File: config.mk
export PLATFORM = sky130hd
export DESIGN_NAME = pshc_parse
export DESIGN_NICKNAME = d
export VERILOG_FILES = /design/src/hdl/pshc_pkg.sv /design/src/hdl/pshc_parse.sv
export SDC_FILE = /design/constraint.sdc
export NUM_CORES = 1
export LEC_CHECK = 0
export BUFFER_PORTS_ARGS = -buffer_cell sky130_fd_sc_hd__buf_2
export CORE_MARGIN = 2
export CORE_UTILIZATION = 45
export CTS_CLUSTER_DIAMETER = 150
export DETAILED_ROUTE_END_ITERATION = 7
export MAX_ROUTING_LAYER = met4
export PLACE_DENSITY = 0.64
export SYNTH_ARGS = -nofsm -noshare
export SYNTH_HDL_FRONTEND = slang
export SYNTH_SLANG_ARGS = --single-unit
File: constraint.sdc
create_clock -name clk -period 6 [get_ports clk]
set_clock_uncertainty 0.05 [all_clocks]
set_input_delay 0.3 -clock clk [delete_from_list [all_inputs] [get_ports clk]]
set_output_delay 0.3 -clock clk [all_outputs]
set_load 0.01 [all_outputs]
File: src/hdl/pshc_pkg.sv
package pshc_pkg;

  localparam int unsigned POS_W   = 6;
  localparam int unsigned POS_SAT = 32;
  localparam int unsigned WIN_LEN = 8;

  typedef enum logic [2:0] {
    FAIL_NONE  = 3'd0,
    FAIL_SIG   = 3'd1,
    FAIL_IHDR  = 3'd2,
    FAIL_TRAIL = 3'd3,
    FAIL_SHORT = 3'd4
  } fail_t;

  localparam logic [7:0] SIG_BYTES [8] = '{
    8'd137, 8'd80, 8'd78, 8'd71, 8'd13, 8'd10, 8'd26, 8'd10
  };

  localparam logic [7:0] IHDR_BYTES [4] = '{8'd73, 8'd72, 8'd68, 8'd82};

  localparam logic [7:0] IEND_BYTES [WIN_LEN] = '{
    8'd73, 8'd69, 8'd78, 8'd68, 8'd174, 8'd66, 8'd96, 8'd130
  };

  // One finished check result, as it travels from the parser to the output register.
  typedef struct packed {
    logic        valid_res;
    fail_t       fail_reason;
    logic [31:0] width;
    logic [31:0] height;
  } result_t;

endpackage

File: src/hdl/pshc_parse.sv
module pshc_parse (
  input  logic              clk,
  input  logic              rst_n,
  input  logic              step,
  input  logic [7:0]        data_byte,
  input  logic              last,
  output pshc_pkg::result_t res
);

  logic [pshc_pkg::POS_W-1:0] pos_r, pos_nxt;
  pshc_pkg::fail_t            fail_r, fail_nxt;
  logic [31:0]                width_r, width_nxt;
  logic [31:0]                height_r, height_nxt;
  logic [7:0]                 win_r   [pshc_pkg::WIN_LEN];
  logic [7:0]                 win_nxt [pshc_pkg::WIN_LEN];

  logic            trail_ok;
  pshc_pkg::fail_t reason;

  always_comb begin
    pos_nxt    = pos_r;
    fail_nxt   = fail_r;
    width_nxt  = width_r;
    height_nxt = height_r;

    if (pos_r < 6'd8) begin
      if (data_byte != pshc_pkg::SIG_BYTES[pos_r[2:0]] && fail_r == pshc_pkg::FAIL_NONE) begin
        fail_nxt = pshc_pkg::FAIL_SIG;
      end
    end else if (pos_r inside {[6'd12:6'd15]}) begin
      if (data_byte != pshc_pkg::IHDR_BYTES[pos_r[1:0]] && fail_r == pshc_pkg::FAIL_NONE) begin
        fail_nxt = pshc_pkg::FAIL_IHDR;
      end
    end else if (pos_r inside {[6'd16:6'd19]}) begin
      width_nxt = {width_r[23:0], data_byte};
    end else if (pos_r inside {[6'd20:6'd23]}) begin
      height_nxt = {height_r[23:0], data_byte};
    end

    for (int i = 0; i < pshc_pkg::WIN_LEN - 1; i++) begin
      win_nxt[i] = win_r[i+1];
    end
    win_nxt[pshc_pkg::WIN_LEN-1] = data_byte;

    if (pos_r < pshc_pkg::POS_W'(pshc_pkg::POS_SAT)) begin
      pos_nxt = pos_r + 6'd1;
    end
  end

  always_comb begin
    trail_ok = 1'b1;
    for (int i = 0; i < pshc_pkg::WIN_LEN; i++) begin
      if (win_nxt[i] != pshc_pkg::IEND_BYTES[i]) begin
        trail_ok = 1'b0;
      end
    end

    reason = fail_nxt;
    if (fail_nxt == pshc_pkg::FAIL_NONE) begin
      if (pos_r < pshc_pkg::POS_W'(pshc_pkg::POS_SAT - 1)) begin
        reason = pshc_pkg::FAIL_SHORT;
      end else if (!trail_ok) begin
        reason = pshc_pkg::FAIL_TRAIL;
      end
    end

    res.valid_res   = (reason == pshc_pkg::FAIL_NONE);
    res.fail_reason = reason;
    res.width       = (reason == pshc_pkg::FAIL_NONE) ? width_nxt : 32'd0;
    res.height      = (reason == pshc_pkg::FAIL_NONE) ? height_nxt : 32'd0;
  end

  // The final byte of a file returns all state to its reset value.
  always_ff @(posedge clk) begin
    if (!rst_n || (step && last)) begin
      pos_r    <= '0;
      fail_r   <= pshc_pkg::FAIL_NONE;
      width_r  <= '0;
      height_r <= '0;
      for (int i = 0; i < pshc_pkg::WIN_LEN; i++) begin
        win_r[i] <= '0;
      end
    end else if (step) begin
      pos_r    <= pos_nxt;
      fail_r   <= fail_nxt;
      width_r  <= width_nxt;
      height_r <= height_nxt;
      win_r    <= win_nxt;
    end
  end

endmodule

==> run metrics, run 1 <==
setup bufs post-CTS 0; synth top area cells dfxtp_1, nand2_1, a21oi_1; share of layout cells above drive strength 1 0.135; cells on worst reg2reg path 6; Reg clk slew, reported paths 0.06 ns; Achievable Freq 252 MHz; largest net degree at the start of global routing 79; status complete, no violations; Post-synth EDFFs 0; Max-Cap Viols 0; worst hold path type in2reg; # setup viols final 0; period utilisation layout 0.662; Pint 1660 uW; leakage 0.00297 uW; sequential share of power 0.411; synthesis-stage register bit count about 130; Synth warnings 0; switch share 0.213; maximum VDD drop 278 uV; detailed-route via count roughly 6000; Chip Width 125 um; Die H between 100 and 150 um; Sink Count between 100 and 150; WL per Instance ~16 um; first-pass iteration count of the detailed router 5; Overall Global Routing Usage 0.226; Finished Cell Area 0.00764 mm2; CTS root buf clkbuf_16; Slew @ Worst Pin between 1 and 1.5 ns; Final Hold Fails 0; first-pass GRT wire length 28300 um; I/O pins 80; Worst Path Arrival 3.62 ns; worst r2r src pos_r[2]$_SDFFE_PP0P_; Distinct cells, synth 38; setup tns final 0 ns; DRT Wirelength 17100 um; Combinational Power Share 0.045; starting DRC count in detailed routing 616; Routed Antenna Nets 0; area grow syn2layout 15.2%; CTS H-tree lvls 4; vias per cell 5.48; reg-to-reg endpoint width_r[15]$_SDFFE_PP0P_; Clk pwr share 0.544; later-pin clock latency in the skew report 0.42 ns; synthesized area per cell 7.47 um2; share of the synthesized area in the top cell type 0.389; Max FO, Critical Path 66; # nets final between 900 and 1000; Hold Path Depth 2; PortBufs 79; cell type with the highest aggregate area in the netlist dfxtp_1; clk buf depth 2; Startpoint Class register; Cells after Synth 888; syn_nets between 900 and 1000; initial antenna violation count 0; final hold slack 0.128 ns; max-slew violations 0; Placer Congestion 0.833; R2R setup slack 3.35 ns; diode count 0; Hold-fix buffers, CTS 0; CTS tree yes; switching power 451 uW; Main synth FF type dfxtp_1; Synth Cell Area 0.00663 mm2; placed standard-cell area 0.00699 mm2; Pwr Density 276 mW/mm2; die area around 0.016 mm2; standard-cell row count 44; hpwl dp 10200 um; Post-route DRC 0; Period minus WS final 3.97 ns; Slew headroom 0.198; total grt overflow 0; Core Box Area 0.0145 mm2; Num CTS Buffers 17; RSZ-0062 raised after global routing no; register area share after synthesis 0.389; initial core utilization 0.458; beginning of the worst hold path rst_n; Required @ worst endpoint 5.65 ns; vias in the first global route 5386; Resized cells post-CTS 0; Async SR Flop Fraction 0; Setup Crit Path Kind reg2out; endpoint type of the worst setup path output port; sink of the worst hold path fail_r[2]$_SDFFE_PP0P_
## sequential cells by signal, summed over array words and instances, names as in the netlist
signal	cells
win_nxt	56
height_r	32
pos_r	6
fail_r	3
width_r	32
## area by class of cell
| cell class | instances | area, um2 |
|---|---|---|
| multi-input cells | 666 | 3690 |
| well taps | 184 | 230 |
| flip-flops and latches | 129 | 2580 |
| clock buffers | 22 | 474 |
| inverters | 4 | 15.0 |
| clock inverters | 10 | 180 |
| fillers | 1450 | 6840 |
| repair buffers | 88 | 465 |
## cell usage in the layout (no fill, tap or decap), types with 5 or more instances in the layout
master     count
ha_1           5
nand2_1      263
xnor2_1        9
mux2i_1       58
buf_4         10
clkbuf_16     17
nor4b_1        7
dfxtp_1      128
bufinv_16      5
and4_1        64
nand4_1        6
a21oi_1      132
nor3_1         7
nor2_1        71
buf_2         78
## how the worst max path moves through the flow
stage                     slack [ns]  endpoint                  start  cells after the start
after global routing            1.76    res[1]  pos_r[0]$_SDFFE_PP0P_                     10
after detailed placement        2.48    res[1]  pos_r[0]$_SDFFE_PP0P_                     10
final                           2.03    res[1]  pos_r[0]$_SDFFE_PP0P_                     10
after floorplan                 3.02    res[0]  pos_r[0]$_SDFFE_PP0P_                     10
after global placement          2.56    res[1]  pos_r[0]$_SDFFE_PP0P_                     10
after CTS                       2.03    res[1]  pos_r[0]$_SDFFE_PP0P_                     10
## power by group through the flow
stage	clock network [uW]	logic, uW	registers [uW]
6_report	1150	94.7	869
5_1_grt	1200	104	869
4_1_cts	1160	94.6	869
3_5_place_dp	0	94.1	887
3_3_place_gp	0	94.2	887
2_1_floorplan	0	76.4	885
## cells by family after synthesis
logic type,share of synthesized area
XOR/XNOR,0.0132
adder cells (fa/ha/maj),0.00943
AND/OR/NAND/NOR,0.327
multiplexers,0.0875
buffers and inverters,0.0585
AO/OA/AOI/OAI,0.115
flip-flops,0.389
## metrics by stage
step           setup slack, ns  utilization  instances  power [uW]
2_1_floorplan             3.02            -        888         962
3_3_place_gp              2.56        0.482       1071         981
3_5_place_dp              2.48        0.482       1071         982
4_1_cts                   2.03        0.528       1103        2130
5_1_grt                   1.76        0.528       1103        2170
6_report                  2.03        0.528       1103        2110
## worst max-delay path: stages (launching register included)
cell	delay (ns)
dfxtp_1	0.43
inv_1	0.13
ha_1	0.27
and2_1	0.18
or3_1	0.35
a2111oi_2	0.36
nand4_1	0.24
a311oi_4	0.29
buf_4	0.45
and4_1	0.32
buf_2	0.15
## layer usage
layer,track usage,share of wire
met1,0.304,0.47
met2,0.345,0.47
met3,0.0513,0.045
met4,0.0588,0.014
met5,-,0
## cells in the mapped netlist (2+ instances only)
cell / n
nand2_1: 264
a21oi_1: 133
dfxtp_1: 129
clkbuf_1: 74
nor2_1: 71
and4_1: 64
mux2i_1: 58
xnor2_1: 9
nor3_1: 7
nor4b_1: 7
buf_1: 6
nand4_1: 6
ha_1: 5
and3_1: 4
and4b_1: 4
buf_2: 4
buf_6: 4
inv_1: 4
nand3_1: 4
nor4bb_1: 4
and2_1: 3
nand2b_1: 3
nor4_1: 3
a41oi_1: 2
o21ai_0: 2
or3_1: 2
Note: power is estimated with default switching activity, not from simulation.
==> run 2: changes to the inputs <==
--- a/config.mk
+++ b/config.mk
@@ -11,7 +11,7 @@
 export CTS_CLUSTER_DIAMETER = 150
 export DETAILED_ROUTE_END_ITERATION = 7
 export MAX_ROUTING_LAYER = met4
-export PLACE_DENSITY = 0.64
+export PLACE_DENSITY = 0.67
 export SYNTH_ARGS = -nofsm -noshare
 export SYNTH_HDL_FRONTEND = slang
 export SYNTH_SLANG_ARGS = --single-unit
==> constraint.sdc (replaced) <==
create_clock -name clk -period 3.2 [get_ports clk]
set_clock_uncertainty 0.05 [all_clocks]
set_input_delay 0.16 -clock clk [delete_from_list [all_inputs] [get_ports clk]]
set_output_delay 0.16 -clock clk [all_outputs]
set_load 0.01 [all_outputs]
==> run 2 against run 1 <==
  * The run now ends with negative setup slack left
  * Clock power is 68% higher
  * Hold slack worse by 0.091 ns
  * First-iteration DRC count is 3.2% higher
  * Cell area is 4.0% higher
  * Register-to-register slack worse by 2.7 ns
  * Clock-buffer cell count is 4 higher
  * Non-clock buffer count is 28 higher
  * Utilization is 2.1 points higher
  * Critical path depth is 3 higher
  * Routed wire length is 3.9% higher
  * Via count is 2.2% higher
  * Sequential cell count stayed put
  * Critical path type unchanged
  * Largest cell class unchanged
  * Highest routed layer unchanged
==> run metrics, run 2 (synthesis gave the netlist of run 1 again) <==
detailed-route via count 6177 (+2.2%); Setup Crit Path Kind reg2out; max-slew violations 0 (unchanged); clk buf depth 2 (unchanged); leakage 0.00312 uW (+5.2%); area grow syn2layout 19.8%; CTS root buf clkbuf_16; WL per Instance 15.8 um (+1.5%); Core Box Area 0.0145 mm2 (unchanged); # nets final 951 (+3.0%); Place WS 0.165 ns (-2.32 ns); Max FO, Critical Path 6 (-91%); initial antenna violation count 0 (unchanged); Routed Antenna Nets 0 (unchanged); worst hold path type in2reg; Worst Path Arrival 3.10 ns (-0.52 ns); Placer Congestion 0.891 (+6.9%); period utilisation layout 1.03; Post-route DRC 0 (unchanged); Achievable Freq 302 MHz; die area 0.0157 mm2 (unchanged); failing checks negative setup slack; Top cell by count, worst path buf_6; Fillers 1388 (-4.3%); Startpoint Class register; Max-Cap Viols 0 (unchanged); first-pass GRT wire length 29100 um (+2.9%); status finished, violations left; setup ws final -0.112 ns (-2.14 ns); commonest non-fill, non-tap cells in the layout nand2_1, a21oi_1, dfxtp_1, buf_2, nor2_1; Die H 125 um (unchanged); Num CTS Buffers 17 (unchanged); # setup viols final 63 (+63); Pwr Density 477 mW/mm2 (+73%); endpoint type of the worst setup path output port; share of layout cells above drive strength 1 0.165 (+0.0302); Final Hold Fails 0 (unchanged); Period minus WS final ~3.3 ns; largest net degree at the start of global routing 70 (-11%); Reg clk slew, reported paths 0.06 ns (about the same); diode count 0 (unchanged); CTS tree yes; total grt overflow 0 (unchanged); starting DRC count in detailed routing 636 (+3.2%); Sink Count 129 (unchanged); DRT Wirelength 17800 um (+3.9%); setup tns final -3.90 ns (-3.90 ns); I/O pins 80 (unchanged); Chip Width 125 um (unchanged); CP peak stage delay 0.37 ns (-0.08 ns); standard-cell row count 44 (unchanged); later-pin clock latency in the skew report 0.42 ns (about the same); final hold slack 0.0365 ns (-0.0912 ns); vias in the first global route 5585 (+3.7%); vias per cell 5.47 (-0.19%); maximum VDD drop 429 uV (+54%); Slew @ Worst Pin 1.10 ns (-0.106 ns); Required @ worst endpoint 2.99 ns (-2.66 ns); Largest register FFs 56 (unchanged); Overall Global Routing Usage 0.234 (+0.00805); CTS H-tree lvls 4 (unchanged); Slew headroom 0.267 (+0.0687); commonest non-fill, non-tap cell in the layout nand2_1; RSZ-0062 raised after global routing yes; worst path cell trace inv_4, ha_4, and2_4, or3_4, a2111oi_4, nand4_1, buf_4, a311oi_4, buf_6, buf_6, buf_16, and4_1, buf_2; first-pass iteration count of the detailed router 5 (unchanged); initial core utilization 0.458 (unchanged); PortBufs 79 (unchanged); hpwl dp 11100 um (+8.3%); slowest CP cell or3_4
-- run 2: cell count changes in the layout (fill, tap and decap cells not counted), moves of 3 or more --
cell,change
bufinv_16,-3
buf_6,+4
buf_4,+16
buf_12,+3
clkbuf_8,+3
-- run 2: metal layers --
| layer | vias to the layer above | share of wire | track usage | wire length (um) |
|---|---|---|---|---|
| met2 | 156 | 0.48 | 0.368 | 8520 |
| met5 | - | 0 | - | 0 |
| met1 | 2873 | 0.46 | 0.299 | 8150 |
| met3 | 25 | 0.048 | 0.0552 | 851 |
| met4 | 0 | 0.016 | 0.0732 | 288 |
| li1 | 3123 | - | - | - |
-- run 2: path summary, 6_finish.rpt --
kind	from	end	slack [ns]	depth (start not counted)
hold reg to reg	width_r[26]$_SDFFE_PP0P_	width_r[26]$_SDFFE_PP0P_	0.40	2
setup reg to reg	pos_r[3]$_SDFFE_PP0P_	height_r[27]$_SDFFE_PP0P_	0.65	5
hold / removal	step	fail_r[0]$_SDFFE_PP0P_	0.04	3
setup / recovery	pos_r[0]$_SDFFE_PP0P_	res[24]	-0.11	13
-- run 2: metrics by stage --
step	instance area [um2]	total power [uW]	util	instances
detailed placement	7120	1850	0.492	1086
finish	7950	3790	0.549	1129
CTS	7930	3810	0.548	1129
global placement	7120	1850	0.492	1086
floorplan	6630	1800	-	888
global route	7950	3910	0.549	1129
-- run 2: repair_timing --
action                                 in CTS  in global routing
endpoints found under the hold margin       1                  0
setup buffers                               8                  0
resized for setup                          25                  3
pin swaps                                   3                  2
hold buffers                                1                  0
cloned                                      4                  0
setup endpoints to repair                  67                 67
-- run 2: final cells by class --
type	instances	area, um2	area share
Clock buffer	26	519	0.0654
Timing Repair Buffer	116	786	0.0989
Tap cell	184	230	0.0290
Sequential cell	129	2590	0.326
Inverter	4	20.0	0.00252
Multi-Input combinational cell	666	3730	0.470
Clock inverter	4	72.6	0.00913
-- run 2: power by group --
part / switching, uW / total, uW / internal, uW
logic: 139 / 235 / 96.0
clock network: 665 / 1930 / 1260
registers: 10.6 / 1630 / 1620
total: 815 / 3790 / 2970
-- run 2: critical path: cells and delay by family, from the launching register on --
kind	cells	cell delay (ns)
adder cells (fa/ha/maj)	1	0.15
flip-flops	1	0.35
buffers and inverters	6	0.76
AO/OA/AOI/OAI	2	0.56
AND/OR/NAND/NOR	4	0.85
==> run 3: changes to the inputs <==
--- a/config.mk
+++ b/config.mk
@@ -11,7 +11,7 @@
 export CTS_CLUSTER_DIAMETER = 150
 export DETAILED_ROUTE_END_ITERATION = 7
 export MAX_ROUTING_LAYER = met4
-export PLACE_DENSITY = 0.67
+export PLACE_DENSITY = 0.73
 export SYNTH_ARGS = -nofsm -noshare
 export SYNTH_HDL_FRONTEND = slang
 export SYNTH_SLANG_ARGS = --single-unit
==> constraint.sdc (replaced) <==
create_clock -name clk -period 3.8 [get_ports clk]
set_clock_uncertainty 0.05 [all_clocks]
set_input_delay 0.19 -clock clk [delete_from_list [all_inputs] [get_ports clk]]
set_output_delay 0.19 -clock clk [all_outputs]
set_load 0.01 [all_outputs]
==> run 3 against run 2 <==
  * The run now ends clean
  * Critical endpoint is now res[36]
  * Die area unchanged
  * Routed wire length decreased by 5.3%
  * First-iteration DRC count down 0.16%
  * Hold slack improved by 0.042 ns
  * Worst setup slack gained 0.34 ns
==> run metrics, run 3 (synthesis gave the netlist of run 1 again) <==
status complete, no violations; # nets final 933 (-1.9%); vias in the first global route 5321 (-4.7%); first-pass GRT wire length 27000 um (-7.1%); setup ws final 0.232 ns (+0.343 ns); most used routing layer met2; Die H 125 um (unchanged); Setup Crit Path Kind reg2out; Sink Count 129 (unchanged); Reg clk slew, reported paths 0.06 ns (about the same); Multi-input gate area 0.00369 mm2 (-1.1%); sink of the worst hold path height_r[5]$_SDFFE_PP0P_; commonest non-fill, non-tap cell in the layout nand2_1; CTS H-tree lvls 4 (unchanged); GR met3 Demand/Resource 0.0466 (-0.00856); initial antenna violation count 0 (unchanged); reg-to-reg endpoint height_r[18]$_SDFFE_PP0P_; initial core utilization 0.458 (unchanged); CTS tree yes; Startpoint Class register; Max FO, Critical Path 33 (+27); endpoint type of the worst setup path output port; Period minus WS final about 3.6 ns; area grow syn2layout 16.3%; Chip Width 125 um (unchanged); CTS root buf clkbuf_16; period utilisation layout 0.939; Hold Path Depth 3 (unchanged); R2R setup slack 1.19 ns (+0.54 ns); Routed Antenna Nets 0 (unchanged); hpwl dp 10300 um (-6.6%); Num CTS Buffers 17 (unchanged); I/O pins 80 (unchanged); Pwr Density 417 mW/mm2 (-13%); met2 GRT Util 0.319 (-0.0489); largest net degree at the start of global routing 71 (+1.4%); Worst Path Arrival 3.33 ns (+0.23 ns); Finished Core Util 0.533 (-0.0162); Required @ worst endpoint 3.56 ns (+0.57 ns); RSZ-0062 raised after global routing no; standard-cell row count 44 (unchanged); first-pass iteration count of the detailed router 5 (unchanged); FF/Latch Area 0.00259 mm2 (unchanged); total grt overflow 0 (unchanged); Slew @ Worst Pin 1.09 ns (-0.00756 ns); DRT Wirelength 16900 um (-5.3%); Final Hold Fails 0 (unchanged); PortBufs 79 (unchanged); Place WS 0.446 ns (+0.281 ns); # setup viols final 0 (-100%); Achievable Freq 280 MHz; setup tns final 0 ns (+3.90 ns); Core Box Area 0.0145 mm2 (unchanged); maximum VDD drop 370 uV (-14%); max-slew violations 0 (unchanged); Slew headroom 0.272 (+0.00505); vias per cell 5.43 (-0.73%); later-pin clock latency in the skew report 0.43 ns (about the same); Max-Cap Viols 0 (unchanged); Non-Filler Instances 1113 (-1.4%); detailed-route via count 6045 (-2.1%); Largest register FFs 56 (unchanged); Placed Cells 1077 (-0.83%); starting DRC count in detailed routing 635 (-0.16%); beginning of the worst hold path data_byte[5]; worst r2r src pos_r[2]$_SDFFE_PP0P_; Post-route DRC 0 (unchanged); diode count 0 (unchanged); worst hold path type in2reg; Overall Global Routing Usage 0.217 (-0.0173); GR met1 Demand/Resource 0.295 (-0.00464); Placer Congestion 0.852 (-4.3%); commonest non-fill, non-tap cells in the layout nand2_1, a21oi_1, dfxtp_1, buf_2, nor2_1; clk buf depth 2 (unchanged); WL per Instance 15.2 um (-3.9%); die area 0.0157 mm2 (unchanged); cells on worst reg2reg path 4 (-1); Fillers 1373 (-1.1%); share of layout cells above drive strength 1 0.146 (-0.0187); leakage 0.00300 uW (-4.0%)
run 3: metal layers:
layer,vias to the layer above,share of wire
met5,-,0
met4,0,0.012
met3,16,0.055
met2,178,0.46
met1,2768,0.47
li1,3083,-
run 3: cell type report:
cell class,count,share of cell area
multi-input combinational,666,0.479
sequential,129,0.335
timing repair buffer,98,0.0748
clock buffer,20,0.0592
tap,184,0.0299
clock inverter,12,0.0201
inverter,4,0.00195
run 3: worst max path at each step:
stage                                from  endpoint  slack, ns  depth (start not counted)
floorplan           pos_r[0]$_SDFFE_PP0P_    res[0]       0.93                         10
global placement    pos_r[1]$_SDFFE_PP0P_    res[3]       0.51                         10
detailed placement  pos_r[1]$_SDFFE_PP0P_   res[36]       0.45                         10
CTS                 pos_r[0]$_SDFFE_PP0P_   res[36]       0.09                         10
global route        pos_r[0]$_SDFFE_PP0P_   res[10]       0.01                         11
finish              pos_r[0]$_SDFFE_PP0P_   res[36]       0.23                         11
run 3: timing repair:
action | in CTS | in global routing
resized for setup | 1 | 6
pin swaps | 0 | 2
hold buffers | 1 | 0
setup endpoints to repair | 10 | 65
buffers inserted | 0 | 2
endpoints found under the hold margin | 1 | 0
cloned | 0 | 1
run 3: worst max-delay path: stages, from the launching register on:
cell and delay [ns]:
dfxtp_2 0.37, inv_1 0.10, ha_1 0.26, and2_1 0.18, or3_1 0.36, a2111oi_2 0.36, nand4_1 0.23, a311oi_4 0.34
buf_4 0.17, buf_12 0.17, and4_1 0.23, buf_2 0.14
run 3: per-stage QoR:
step | hold WS, ns | instance area [um2] | total power [uW]
4_1_cts | 0.0532 | 7660 | 3230
2_1_floorplan | 0.293 | 6630 | 1520
5_1_grt | 0.0726 | 7710 | 3310
3_3_place_gp | 0.393 | 7030 | 1550
6_report | 0.0787 | 7710 | 3210
3_5_place_dp | 0.397 | 7030 | 1550
run 3: power breakdown:
group	switching (uW)	internal [uW]	leakage (uW)
clock	614	1070	0.000285
sequential	9.39	1360	0.00104
combinational	105	57.5	0.00167
